[src/sv/ipv4_longest_prefix_match_table_assert.svh]
// Assertion macros for the IPv4 longest prefix match table
`ifndef IPV4_LONGEST_PREFIX_MATCH_TABLE_ASSERT_SVH
`define IPV4_LONGEST_PREFIX_MATCH_TABLE_ASSERT_SVH

// same-cycle implication, disabled while reset is asserted
`define LPM_ASSERT_NOW(lbl, clk, rst_n, ante, cons, msg) \
	lbl: assert property (@(posedge clk) disable iff (!rst_n) (ante) |-> (cons)) \
		else $error(msg);

// next-cycle implication, disabled while reset is asserted
`define LPM_ASSERT_NEXT(lbl, clk, rst_n, ante, cons, msg) \
	lbl: assert property (@(posedge clk) disable iff (!rst_n) (ante) |=> (cons)) \
		else $error(msg);

`endif

[src/sv/ipv4_lpm_pkg.sv]
// Types and constants shared by the IPv4 longest prefix match table
package ipv4_lpm_pkg;

	localparam logic [1:0] FUNC_ADD   = 2'd0;
	localparam logic [1:0] FUNC_FIND  = 2'd1;
	localparam logic [1:0] FUNC_CLEAR = 2'd2;

	localparam logic [1:0] ST_OK     = 2'd0;
	localparam logic [1:0] ST_DUP    = 2'd1;
	localparam logic [1:0] ST_FULL   = 2'd2;
	localparam logic [1:0] ST_BADLEN = 2'd3;

	localparam logic [5:0] MAX_LEN = 6'd32;

	typedef struct packed {
		logic [1:0]  func;
		logic [31:0] address;
		logic [5:0]  prefix_len;
	} lpm_req_t;

	typedef struct packed {
		logic        hit;
		logic [31:0] match_address;
		logic [5:0]  match_len;
		logic [1:0]  status;
	} lpm_rsp_t;

	typedef struct packed {
		logic        valid;
		logic [5:0]  len;
		logic [31:0] address;
	} lpm_entry_t;

	typedef struct packed {
		logic load;
		logic wipe;
		logic rd;
		logic finish;
	} lpm_cmd_t;

	function automatic logic [31:0] len_mask(input logic [5:0] len);
		logic [31:0] m;
		if (len == 6'd0) begin
			m = 32'h0000_0000;
		end else if (len > MAX_LEN) begin
			m = 32'hffff_ffff;
		end else begin
			m = 32'hffff_ffff << (MAX_LEN - len);
		end
		return m;
	endfunction

endpackage

[src/sv/ipv4_lpm_dp.sv]
// Datapath: route memory, scan evaluation and result register
module ipv4_lpm_dp import ipv4_lpm_pkg::*; #(
	parameter int ENTRIES = 64
) (
	input  logic                                    clk,
	input  logic                                    arst_n,
	input  lpm_cmd_t                                cmd,
	input  logic [(ENTRIES > 1 ? $clog2(ENTRIES) : 1)-1:0] idx,
	input  lpm_req_t                                req,
	output lpm_rsp_t                                rsp
);

	localparam int IW = (ENTRIES > 1) ? $clog2(ENTRIES) : 1;

	lpm_entry_t entry_mem [ENTRIES];
	lpm_entry_t rd_data_s1;
	logic       eval_s1;

	lpm_req_t   req_q;
	logic       dup_q;
	logic       free_found_q;
	logic [IW-1:0] free_idx_q;
	logic [IW-1:0] idx_s1;
	logic       best_hit_q;
	logic [5:0] best_len_q;
	logic [31:0] best_addr_q;
	lpm_rsp_t   rsp_q;

	logic       we;
	logic [IW-1:0] waddr;
	lpm_entry_t wdata;
	logic       add_ok;
	logic       bad_len;
	logic       dup_hit;
	logic       find_hit;
	logic [31:0] diff;
	lpm_rsp_t   rsp_d;

	assign bad_len = (req_q.prefix_len == 6'd0) || (req_q.prefix_len > MAX_LEN);
	assign add_ok  = (req_q.func == FUNC_ADD) && !bad_len && !dup_q && free_found_q;

	assign we    = cmd.wipe || (cmd.finish && add_ok);
	assign waddr = cmd.wipe ? idx : free_idx_q;
	always_comb begin
		wdata = '0;
		if (!cmd.wipe) begin
			wdata.valid   = 1'b1;
			wdata.len     = req_q.prefix_len;
			wdata.address = req_q.address;
		end
	end

	always_ff @(posedge clk) begin
		if (we) begin
			entry_mem[waddr] <= wdata;
		end
		rd_data_s1 <= entry_mem[idx];
		idx_s1     <= idx;
	end

	always_ff @(posedge clk or negedge arst_n) begin
		if (!arst_n) begin
			eval_s1 <= 1'b0;
		end else begin
			eval_s1 <= cmd.rd;
		end
	end

	assign diff    = rd_data_s1.address ^ req_q.address;
	assign dup_hit = rd_data_s1.valid && (rd_data_s1.len == req_q.prefix_len) &&
		((diff & len_mask(req_q.prefix_len)) == 32'd0);
	assign find_hit = rd_data_s1.valid && (rd_data_s1.len != 6'd0) &&
		(rd_data_s1.len <= MAX_LEN) && (rd_data_s1.len > best_len_q) &&
		((diff & len_mask(rd_data_s1.len)) == 32'd0);

	always_ff @(posedge clk) begin
		if (cmd.load) begin
			req_q        <= req;
			dup_q        <= 1'b0;
			free_found_q <= 1'b0;
			best_hit_q   <= 1'b0;
			best_len_q   <= 6'd0;
			best_addr_q  <= 32'd0;
		end else if (eval_s1) begin
			if (dup_hit) begin
				dup_q <= 1'b1;
			end
			if (!rd_data_s1.valid && !free_found_q) begin
				free_found_q <= 1'b1;
				free_idx_q   <= idx_s1;
			end
			if (find_hit) begin
				best_hit_q  <= 1'b1;
				best_len_q  <= rd_data_s1.len;
				best_addr_q <= rd_data_s1.address;
			end
		end
	end

	always_comb begin
		rsp_d = '0;
		case (req_q.func)
			FUNC_ADD: begin
				if (bad_len) begin
					rsp_d.status = ST_BADLEN;
				end else if (dup_q) begin
					rsp_d.status = ST_DUP;
				end else if (!free_found_q) begin
					rsp_d.status = ST_FULL;
				end else begin
					rsp_d.status = ST_OK;
				end
			end
			FUNC_FIND: begin
				rsp_d.hit           = best_hit_q;
				rsp_d.match_address = best_addr_q;
				rsp_d.match_len     = best_len_q;
				rsp_d.status        = ST_OK;
			end
			default: begin
				rsp_d = '0;
			end
		endcase
	end

	always_ff @(posedge clk) begin
		if (cmd.finish) begin
			rsp_q <= rsp_d;
		end
	end

	assign rsp = rsp_q;

endmodule

[src/sv/ipv4_lpm_ctrl.sv]
// Controller: sequences reset sweep, table scans, clears and result strobes
module ipv4_lpm_ctrl import ipv4_lpm_pkg::*; #(
	parameter int ENTRIES = 64
) (
	input  logic                                    clk,
	input  logic                                    arst_n,
	input  logic                                    start,
	input  logic [1:0]                              func,
	output logic                                    busy,
	output logic                                    done,
	output lpm_cmd_t                                cmd,
	output logic [(ENTRIES > 1 ? $clog2(ENTRIES) : 1)-1:0] idx
);

	localparam int IW = (ENTRIES > 1) ? $clog2(ENTRIES) : 1;
	localparam logic [IW-1:0] LAST = IW'(ENTRIES - 1);

	typedef enum logic [2:0] {
		S_WIPE,
		S_IDLE,
		S_SCAN,
		S_DRAIN,
		S_DONE
	} state_t;

	state_t        state_q;
	logic [IW-1:0] cnt_q;
	lpm_cmd_t      cmd_q;
	logic          reply_q;
	logic          done_q;

	always_ff @(posedge clk or negedge arst_n) begin
		if (!arst_n) begin
			state_q <= S_WIPE;
			cnt_q   <= '0;
			cmd_q   <= '{load: 1'b0, wipe: 1'b1, rd: 1'b0, finish: 1'b0};
			reply_q <= 1'b0;
			done_q  <= 1'b0;
		end else begin
			done_q <= 1'b0;
			unique case (state_q)
				S_WIPE: begin
					if (cnt_q == LAST) begin
						cnt_q      <= '0;
						cmd_q.wipe <= 1'b0;
						if (reply_q) begin
							state_q      <= S_DONE;
							cmd_q.finish <= 1'b1;
						end else begin
							state_q    <= S_IDLE;
							cmd_q.load <= 1'b1;
						end
					end else begin
						cnt_q <= cnt_q + IW'(1);
					end
				end
				S_IDLE: begin
					if (start) begin
						cmd_q.load <= 1'b0;
						cnt_q      <= '0;
						unique case (func) inside
							FUNC_ADD, FUNC_FIND: begin
								state_q  <= S_SCAN;
								cmd_q.rd <= 1'b1;
							end
							FUNC_CLEAR: begin
								state_q    <= S_WIPE;
								cmd_q.wipe <= 1'b1;
								reply_q    <= 1'b1;
							end
							default: begin
								state_q      <= S_DONE;
								cmd_q.finish <= 1'b1;
							end
						endcase
					end
				end
				S_SCAN: begin
					if (cnt_q == LAST) begin
						cnt_q    <= '0;
						cmd_q.rd <= 1'b0;
						state_q  <= S_DRAIN;
					end else begin
						cnt_q <= cnt_q + IW'(1);
					end
				end
				S_DRAIN: begin
					state_q      <= S_DONE;
					cmd_q.finish <= 1'b1;
				end
				S_DONE: begin
					cmd_q.finish <= 1'b0;
					cmd_q.load   <= 1'b1;
					reply_q      <= 1'b0;
					done_q       <= 1'b1;
					state_q      <= S_IDLE;
				end
				default: begin
					state_q <= S_IDLE;
					cmd_q   <= '{load: 1'b1, wipe: 1'b0, rd: 1'b0, finish: 1'b0};
				end
			endcase
		end
	end

	assign busy = (state_q != S_IDLE);
	assign done = done_q;
	assign cmd  = cmd_q;
	assign idx  = cnt_q;

endmodule

[src/sv/ipv4_longest_prefix_match_table.sv]
// Top level of the IPv4 longest prefix match route table
//
// Items enter on req (func, address, prefix_len) and are taken at a rising
// edge where start is high and busy is low. Each item gives exactly one
// result on rsp, shown for one cycle with done high; the receiver cannot
// stall, so a result must be taken in that cycle.
// Add and find read the route memory one entry per cycle through its single
// read port, then drain the last read before the strobe. Clear writes every
// entry invalid, one per cycle, and then strobes. The unused selector
// strobes without touching the memory. busy falls in the strobe cycle, so
// a new item can be taken there; the block takes no new item before then.
// After reset the block sweeps the memory once, marking all routes
// invalid, and holds busy high until the sweep ends.
// Find returns the stored address and length of the longest match, or zeros
// on a miss. Add reports bad length, duplicate or table full in status.
module ipv4_longest_prefix_match_table import ipv4_lpm_pkg::*; #(
	parameter int ENTRIES = 64
) (
	input  logic     clk,
	input  logic     arst_n,
	input  logic     start,
	input  lpm_req_t req,
	output logic     busy,
	output logic     done,
	output lpm_rsp_t rsp
);

	`include "ipv4_longest_prefix_match_table_assert.svh"

	localparam int IW = (ENTRIES > 1) ? $clog2(ENTRIES) : 1;

	lpm_cmd_t      cmd;
	logic [IW-1:0] idx;

	ipv4_lpm_ctrl #(
		.ENTRIES(ENTRIES)
	) u_ctrl (
		.clk   (clk),
		.arst_n(arst_n),
		.start (start),
		.func  (req.func),
		.busy  (busy),
		.done  (done),
		.cmd   (cmd),
		.idx   (idx)
	);

	ipv4_lpm_dp #(
		.ENTRIES(ENTRIES)
	) u_dp (
		.clk   (clk),
		.arst_n(arst_n),
		.cmd   (cmd),
		.idx   (idx),
		.req   (req),
		.rsp   (rsp)
	);

	`LPM_ASSERT_NEXT(a_accept_busy, clk, arst_n, start && !busy, busy, "accepted item did not raise busy")
	`LPM_ASSERT_NEXT(a_single_strobe, clk, arst_n, done, !done, "result strobe lasted two cycles")
	`LPM_ASSERT_NOW(a_done_idle, clk, arst_n, done, !busy, "result strobe while busy")
	`LPM_ASSERT_NOW(a_hit_len, clk, arst_n, done && rsp.hit, (rsp.status == ST_OK) && (rsp.match_len != 6'd0) && (rsp.match_len <= MAX_LEN), "hit with bad length or status")

endmodule
[config.mk]
export PLATFORM = sky130hd
export DESIGN_NAME = ipv4_longest_prefix_match_table
export DESIGN_NICKNAME = d
export VERILOG_FILES = /design/src/sv/ipv4_lpm_pkg.sv /design/src/sv/ipv4_lpm_dp.sv /design/src/sv/ipv4_lpm_ctrl.sv /design/src/sv/ipv4_longest_prefix_match_table.sv
export VERILOG_INCLUDE_DIRS = /design/src /design/src/sv
export SDC_FILE = /design/constraint.sdc
export NUM_CORES = 2
export LEC_CHECK = 0
export BUFFER_PORTS_ARGS = -buffer_cell sky130_fd_sc_hd__buf_2
export CAP_MARGIN = 20
export CORE_ASPECT_RATIO = 1.75
export CORE_MARGIN = 2
export CORE_UTILIZATION = 40
export CTS_BUF_LIST = sky130_fd_sc_hd__clkbuf_4
export DETAILED_ROUTE_END_ITERATION = 6
export PLACE_DENSITY = 0.53
export SETUP_SLACK_MARGIN = 0.05
export SYNTH_ARGS = -nofsm -noshare
export SYNTH_HDL_FRONTEND = slang
export SYNTH_HIERARCHICAL = 1
export SYNTH_SLANG_ARGS = --single-unit
[constraint.sdc]
create_clock -name clk -period 5.1 [get_ports clk]
set_input_delay 0.765 -clock clk [delete_from_list [all_inputs] [get_ports clk]]
set_output_delay 0.765 -clock clk [all_outputs]
set_load 0.005 [all_outputs]
Word-level counts from Yosys, hierarchy flattened
Memory sizes are Yosys's and may differ from the RTL's. A register that Yosys moved wholly into a read port is not among the register bits.
Index checks and enable logic that the tools add are counted.
{ "classes": {"add_sub_neg": 3, "mul": 0, "n_div": 0, "n_lt_le_gt_ge": 4, "n_eq_ne": 18, "shifts": 2, "mux": 36, "bitwise_logic": 8, "n_reduce_logical": 44} }
{ "op_table": {"columns": ["operator", "count"], "rows": [
  ["$mux 32", 4],
  ["$and 32x32->32", 2],
  ["$logic_not 32->1", 2],
  ["$shl 32x6->32 const A", 2],
  ["$mux 39", 1],
  ["$xor 32x32->32", 1],
  ["$mux 6", 3],
  ["$gt 6x6->1 const B", 2],
  ["$logic_not 6->1", 2],
  ["$mux 3", 4],
  ["$pmux 3 s4", 1],
  ["$pmux 6 s2", 1],
  ["$reduce_and 4->1", 3],
  ["$sub 6x6->6 const A", 2],
  ["$logic_and 1x1->1", 11],
  ["$mux 1", 11],
  ["$pmux 1 s3", 3],
  ["$reduce_and 3->1", 3],
  ["$reduce_or 3->1", 3],
  ["$mux 2", 4],
  ["$ne 2x1->1 const B", 4],
  ["$ne 2x2->1 const B", 4],
  ["$reduce_and 2->1", 4],
  ["$add 6x1->6 const B", 1],
  ["23 further kinds", 37]
]} }
{ "totals": {"ff_bits": 150, "latchBits": 0, "ramBits": 2496, "romBits": 0, "output_inout_bits": 43, "wordCells": 139, "memories": 1} }
{ "mem_list": {"columns": ["name", "depth", "width", "read_ports", "rd_clocked_by_memory_dff", "wr", "line", "text"], "rows": [
  ["u_dp.entry_mem", 64, 39, 1, 1, 1, "ipv4_lpm_dp.sv:15", "lpm_entry_t entry_mem [ENTRIES];"]
]} }

Longest topological paths before layout
{ "logic_depth": {"depth_word": 10, "mapped_depth": 12, "ltp_nobuf": 9} }

By module
Netlist, hierarchy kept.
{ "modules_own_cells": {"columns": ["mod", "instances", "cells_per_inst", "area_per_inst_um2"], "rows": [
  ["ipv4_lpm_dp", 1, 4284, 102291.9],
  ["ipv4_lpm_ctrl", 1, 81, 772.0]
]} }

Worst setup path after synthesis
Ideal clock, no wire load.
{ "synth_timing": {"path_type": "reg-to-reg", "from": "reg u_dp/req_q[0] in the netlist's numbering", "to": "mem u_dp/entry_mem[0][0] in the netlist's numbering (enable)", "setup_time_ns": 0.435, "arrival_time_ns": 4.181, "path_slack_ns": 0.484, "path_stages_with_launch": 12, "synth_period_minus_slack_ns": 4.616, "cell_sequence": "edfxtp_1 -> inv_1 -> ha_1 -> clkbuf_1 -> or3b_1 -> clkbuf_1 -> o21a_1 -> nor3_1 -> nand4_1 -> o22ai_1 -> nand2_1 -> nor2_1"} }
{ "synth_between": {"elab_chain_cells": 10} }
{ "synth_lines": {"columns": ["item", "line", "text"], "rows": [
  ["start, declared", "ipv4_lpm_dp.sv:19", "lpm_req_t req_q;"],
  ["start signal, assigned", "ipv4_lpm_dp.sv:78", "req_q <= req;"],
  ["$gt 6x6->1 / $logic_not 6->1 (equally long branches)", "ipv4_lpm_dp.sv:39", "assign bad_len = (req_q.prefix_len == 6'd0) || (req_q.prefix_len > MAX_LEN);"],
  ["$logic_or 1x1->1 *", "ipv4_lpm_dp.sv:39", null],
  ["$logic_not 1->1 *", "ipv4_lpm_dp.sv:40", "assign add_ok = (req_q.func == FUNC_ADD) && !bad_len && !dup_q && free_found_q;"],
  ["$logic_and 1x1->1 * (3 in a row)", "ipv4_lpm_dp.sv:40", null],
  ["$logic_and 1x1->1 *", "ipv4_lpm_dp.sv:42", "assign we = cmd.wipe || (cmd.finish && add_ok);"],
  ["$logic_or 1x1->1 *", "ipv4_lpm_dp.sv:42", null],
  ["$mux 1 *", "ipv4_lpm_dp.sv:54", "if (we) begin"],
  ["$mux 1 (implied by the code) *", "ipv4_lpm_dp.sv:55", "entry_mem[waddr] <= wdata;"],
  ["end, declared", "ipv4_lpm_dp.sv:15", null]
]} }
Every way passes the cells marked *; elsewhere a longest branch is shown, timed or not.

Worst setup path after layout
{ "layout_timing": {"from": "reg u_dp/req_q[0] in the netlist's numbering", "to": "mem u_dp/entry_mem[61][17] in the netlist's numbering (enable)"} }
The elaborated chain is that of the path after synthesis.

==> flow_metrics.py <==
metrics = {
    "sta": {
        "fmax_mhz": 219,
        "hold_viol_final": 0,
        "slew-limit-headroom": 0.292,
        "tightest_slew_ns": 1.04,
        "setup_tns_ns": 0,
        "layout_setup_ws_ns": 0.528,
        "slew_violations": 0,
        "finalSetupViolCount": 0,
        "rsz0062_at_grt": "false",
        "fin_crit_sh": 0.896,
        "fin_skew_ns": 0.122,
        "finalCriticalPeriod_ns": 4.57,
    },
    "clocking": {
        "clkLatencyLatePin_ns": 1.32,
        "postCtsSetupBuffers": 0,
        "holdBufCountCts": 44,
        "cts_sinks": 2685,
        "cts-root-buf": "clkbuf_4",
        "cts_resized": 0,
        "htree_levels": 6,
        "cts-buffers-inserted": 611,
        "clockBufferDepth": 4,
        "clk_pin_slew_ns": 0.07,
        "cts_tree": "built",
    },
    "flow_run": {
        "cap_violations": 0,
    },
    "routing": {
        "route.met2.wl_mm": 160,
        "drt-pass1-iter-count": 7,
        "met1Wirelength_mm": 107,
        "maxUsedRoutingLayer": "met5",
        "wl_mm": 294,
        "wire_per_inst_um": 32.9,
        "drc": 2,
        "via_count": 50000,
        "wl_met3_mm": 14.9,
        "first_iter_violations": 4910,
        "vias_per_cell": 5.61,
        "final_antenna_net_count": 0,
    },
    "critical_path": {
        "r2r_slack_ns": 0.53,
        "cp.required_ns": 5.98,
        "r2r-end": "u_dp/entry_mem[61][17]",
        "critical_path_class": "flip-flop to flip-flop",
        "cp_max_fo": 39,
        "reg2reg_depth": 11,
        "cp-end-kind": "flip-flop",
        "start_kind": "flip-flop",
        "cp_data_arrival_time_ns": 5.45,
        "r2r-start": "u_dp/req_q[0]",
    },
    "pwr": {
        "leakage_nw": 37.2,
        "power_density_nw_per_um2": 544,
        "vdd_drop_max_mv": 0.391,
        "power_w": 0.0643,
    },
    "grt": {
        "track_usage": 0.225,
        "grt-ovfl-total": 0,
        "first_global_vias": 52500,
        "antenna_found_initial": 22,
        "grt_pass1_wl_mm": 409,
        "grt_max_degree": 84,
    },
    "die": {
        "die_h_um": 675,
        "boundaryPins": 86,
        "start_util": 0.402,
        "die-area_sq_um": 262000,
        "num_rows": 246,
        "coreArea_sq_um": 256000,
        "die_w_um": 388,
    },
    "placement": {
        "numPlacedInstances": 7804,
        "dp_hpwl_mm": 187,
        "dp_slack_ns": 0.580,
        "numPortBuffers": 85,
        "routabilityCongestion": 0.874,
    },
    "worst_hold_path": {
        "hold_class": "input port to flip-flop",
        "min_from": "req[12]",
        "holdPathStages": 2,
        "holdPathEnd": "u_dp/req_q[12]",
    },
    "logic_synthesis": {
        "avgSynthCellArea_sq_um": 23.6,
        "ys_top_cells_by_count": "edfxtp_1 (2,583), mux4_2 (811), clkbuf_1 (122)",
        "synthesis.nets": 4423,
        "yosys-top-cells-area": "edfxtp_1 (75%), mux4_2 (18%), dfxtp_1 (1.7%)",
        "synthCells": 4365,
        "yosysSeqAreaShare": 0.773,
        "yosysMostFrequentCell": "edfxtp_1",
        "synth-seq-cells": 2685,
        "syn_area_sq_um": 103000,
        "ys_async_sr_fraction": 0.00596,
        "yosysWarnings": 6,
        "synth.distinct_cells": 71,
        "synth_edf_count": 2583,
        "synth_top_area_frac": 0.753,
        "ys.flop_type": "edfxtp_1",
        "synth_top_area_cell": "edfxtp_1",
    },
    "layout": {
        "layout.nets": 5171,
        "instances_no_fill": 8912,
        "final_util": 0.461,
        "ff_latch_area_sq_um": 79700,
        "nFillCells": 21400,
        "multi_input_area_sq_um": 23000,
        "layout-drive-gt1-share": 0.398,
        "area_growth_pct": 14.6,
    },
    "run_status": {
        "violations": "DRC",
        "outcome": "complete, but fails checks",
    },
}
## power breakdown
part	switching (W)	total [W]	leakage (nW)	internal, W
Sequential	0.00111	0.0277	24.2	0.0266
Clock	0.00826	0.0171	4.63	0.00883
Combinational	0.0116	0.0195	8.39	0.00788
Total	0.0210	0.0643	37.2	0.0433
## placed cells by master, fill, tap and decap left out, types with 7 or more instances in the layout
cell,netlist,layout
a21oi_1,22,22
a31oi_1,12,12
and2_1,42,42
buf_12,0,58
buf_2,74,85
buf_4,2,170
bufinv_16,0,14
clkbuf_4,0,909
clkinv_1,0,95
clkinv_2,0,10
clkinvlp_4,0,7
dfrtp_1,15,7
dfrtp_4,0,7
dfxtp_1,86,86
diode_2,0,15
dlygate4sd3_1,0,44
edfxtp_1,2583,2583
ha_1,15,15
inv_1,28,28
inv_2,1,15
mux2i_1,45,45
mux4_2,811,811
nand2_1,54,54
nand2b_1,81,81
nand3_1,10,10
nor2_1,100,33
nor2_4,0,67
nor2b_1,43,7
nor2b_4,0,35
nor3_1,16,16
o21ai_0,27,27
o22ai_1,12,12
xnor2_1,24,24
xor2_1,24,24
## final cells by class
cell class	count	share of cell area
diodes	15	0.000318
well taps	3348	0.0355
repair buffers	357	0.0280
multi-input cells	1429	0.195
clock buffers	909	0.0578
inverters	29	0.000921
flip-flops and latches	2685	0.675
clock inverters	140	0.00789
## worst max-delay path by stage
stage	from	end
5_1_grt	u_dp/req_q[0]	u_dp/entry_mem[47][4]
3_5_place_dp	u_dp/req_q[1]	u_dp/entry_mem[0][17]
2_1_floorplan	u_dp/req_q[0]	u_dp/entry_mem[0][0]
4_1_cts	u_dp/req_q[0]	u_dp/entry_mem[47][3]
3_3_place_gp	u_dp/req_q[1]	u_dp/entry_mem[0][17]
6_report	u_dp/req_q[0]	u_dp/entry_mem[61][17]
## per-stage QoR
stage / instance area [sq um] / hold slack (ns)
floorplan: 103000 / 0.386
global placement: 110000 / 0.388
detailed placement: 110000 / 0.389
CTS: 118000 / 0.0401
global route: 118000 / 0.104
finish: 118000 / 0.199
## sequential cells by signal, summed over array words and instances, names as in the netlist, 3 cells and up
| name | count |
|---|---|
| u_dp/entry_mem | 2496 |
| u_dp/rsp | 41 |
| u_dp/req_q | 40 |
| u_dp/rd_data_s1 | 39 |
| u_dp/best_addr_q | 32 |
| u_ctrl/idx | 6 |
| u_dp/best_len_q | 6 |
| u_dp/free_idx_q | 6 |
| u_dp/idx_s1 | 6 |
| u_ctrl/cmd | 4 |
| u_ctrl/state_q | 3 |
## cell families after synthesis
| logic type | after synthesis | share of synthesized area |
|---|---|---|
| compound gates | 130 | 0.00863 |
| xor+xnor | 49 | 0.00424 |
| fa+ha+maj | 15 | 0.00182 |
| buf+inv | 251 | 0.0108 |
| flops | 2685 | 0.773 |
| mux | 861 | 0.182 |
| simple gates | 374 | 0.0192 |
## routing by layer
layer	global-route usage	vias to the layer above
met5	0	-
met1	0.264	27200
met3	0.0311	497
met4	0.0933	2
met2	0.411	1824
li1	-	20500
## critical path, stage by stage (launching register included)
cell	delay, ns
edfxtp_1	0.50
inv_1	0.19
ha_1	0.34
or3b_1	0.51
o21a_1	0.24
nor3_1	0.45
nand4_1	0.38
o21ai_1	0.39
nand2_1	0.36
buf_4	0.31
nor2_4	0.14
buf_12	0.28
No activity file was read; power rests on OpenSTA's default activity.
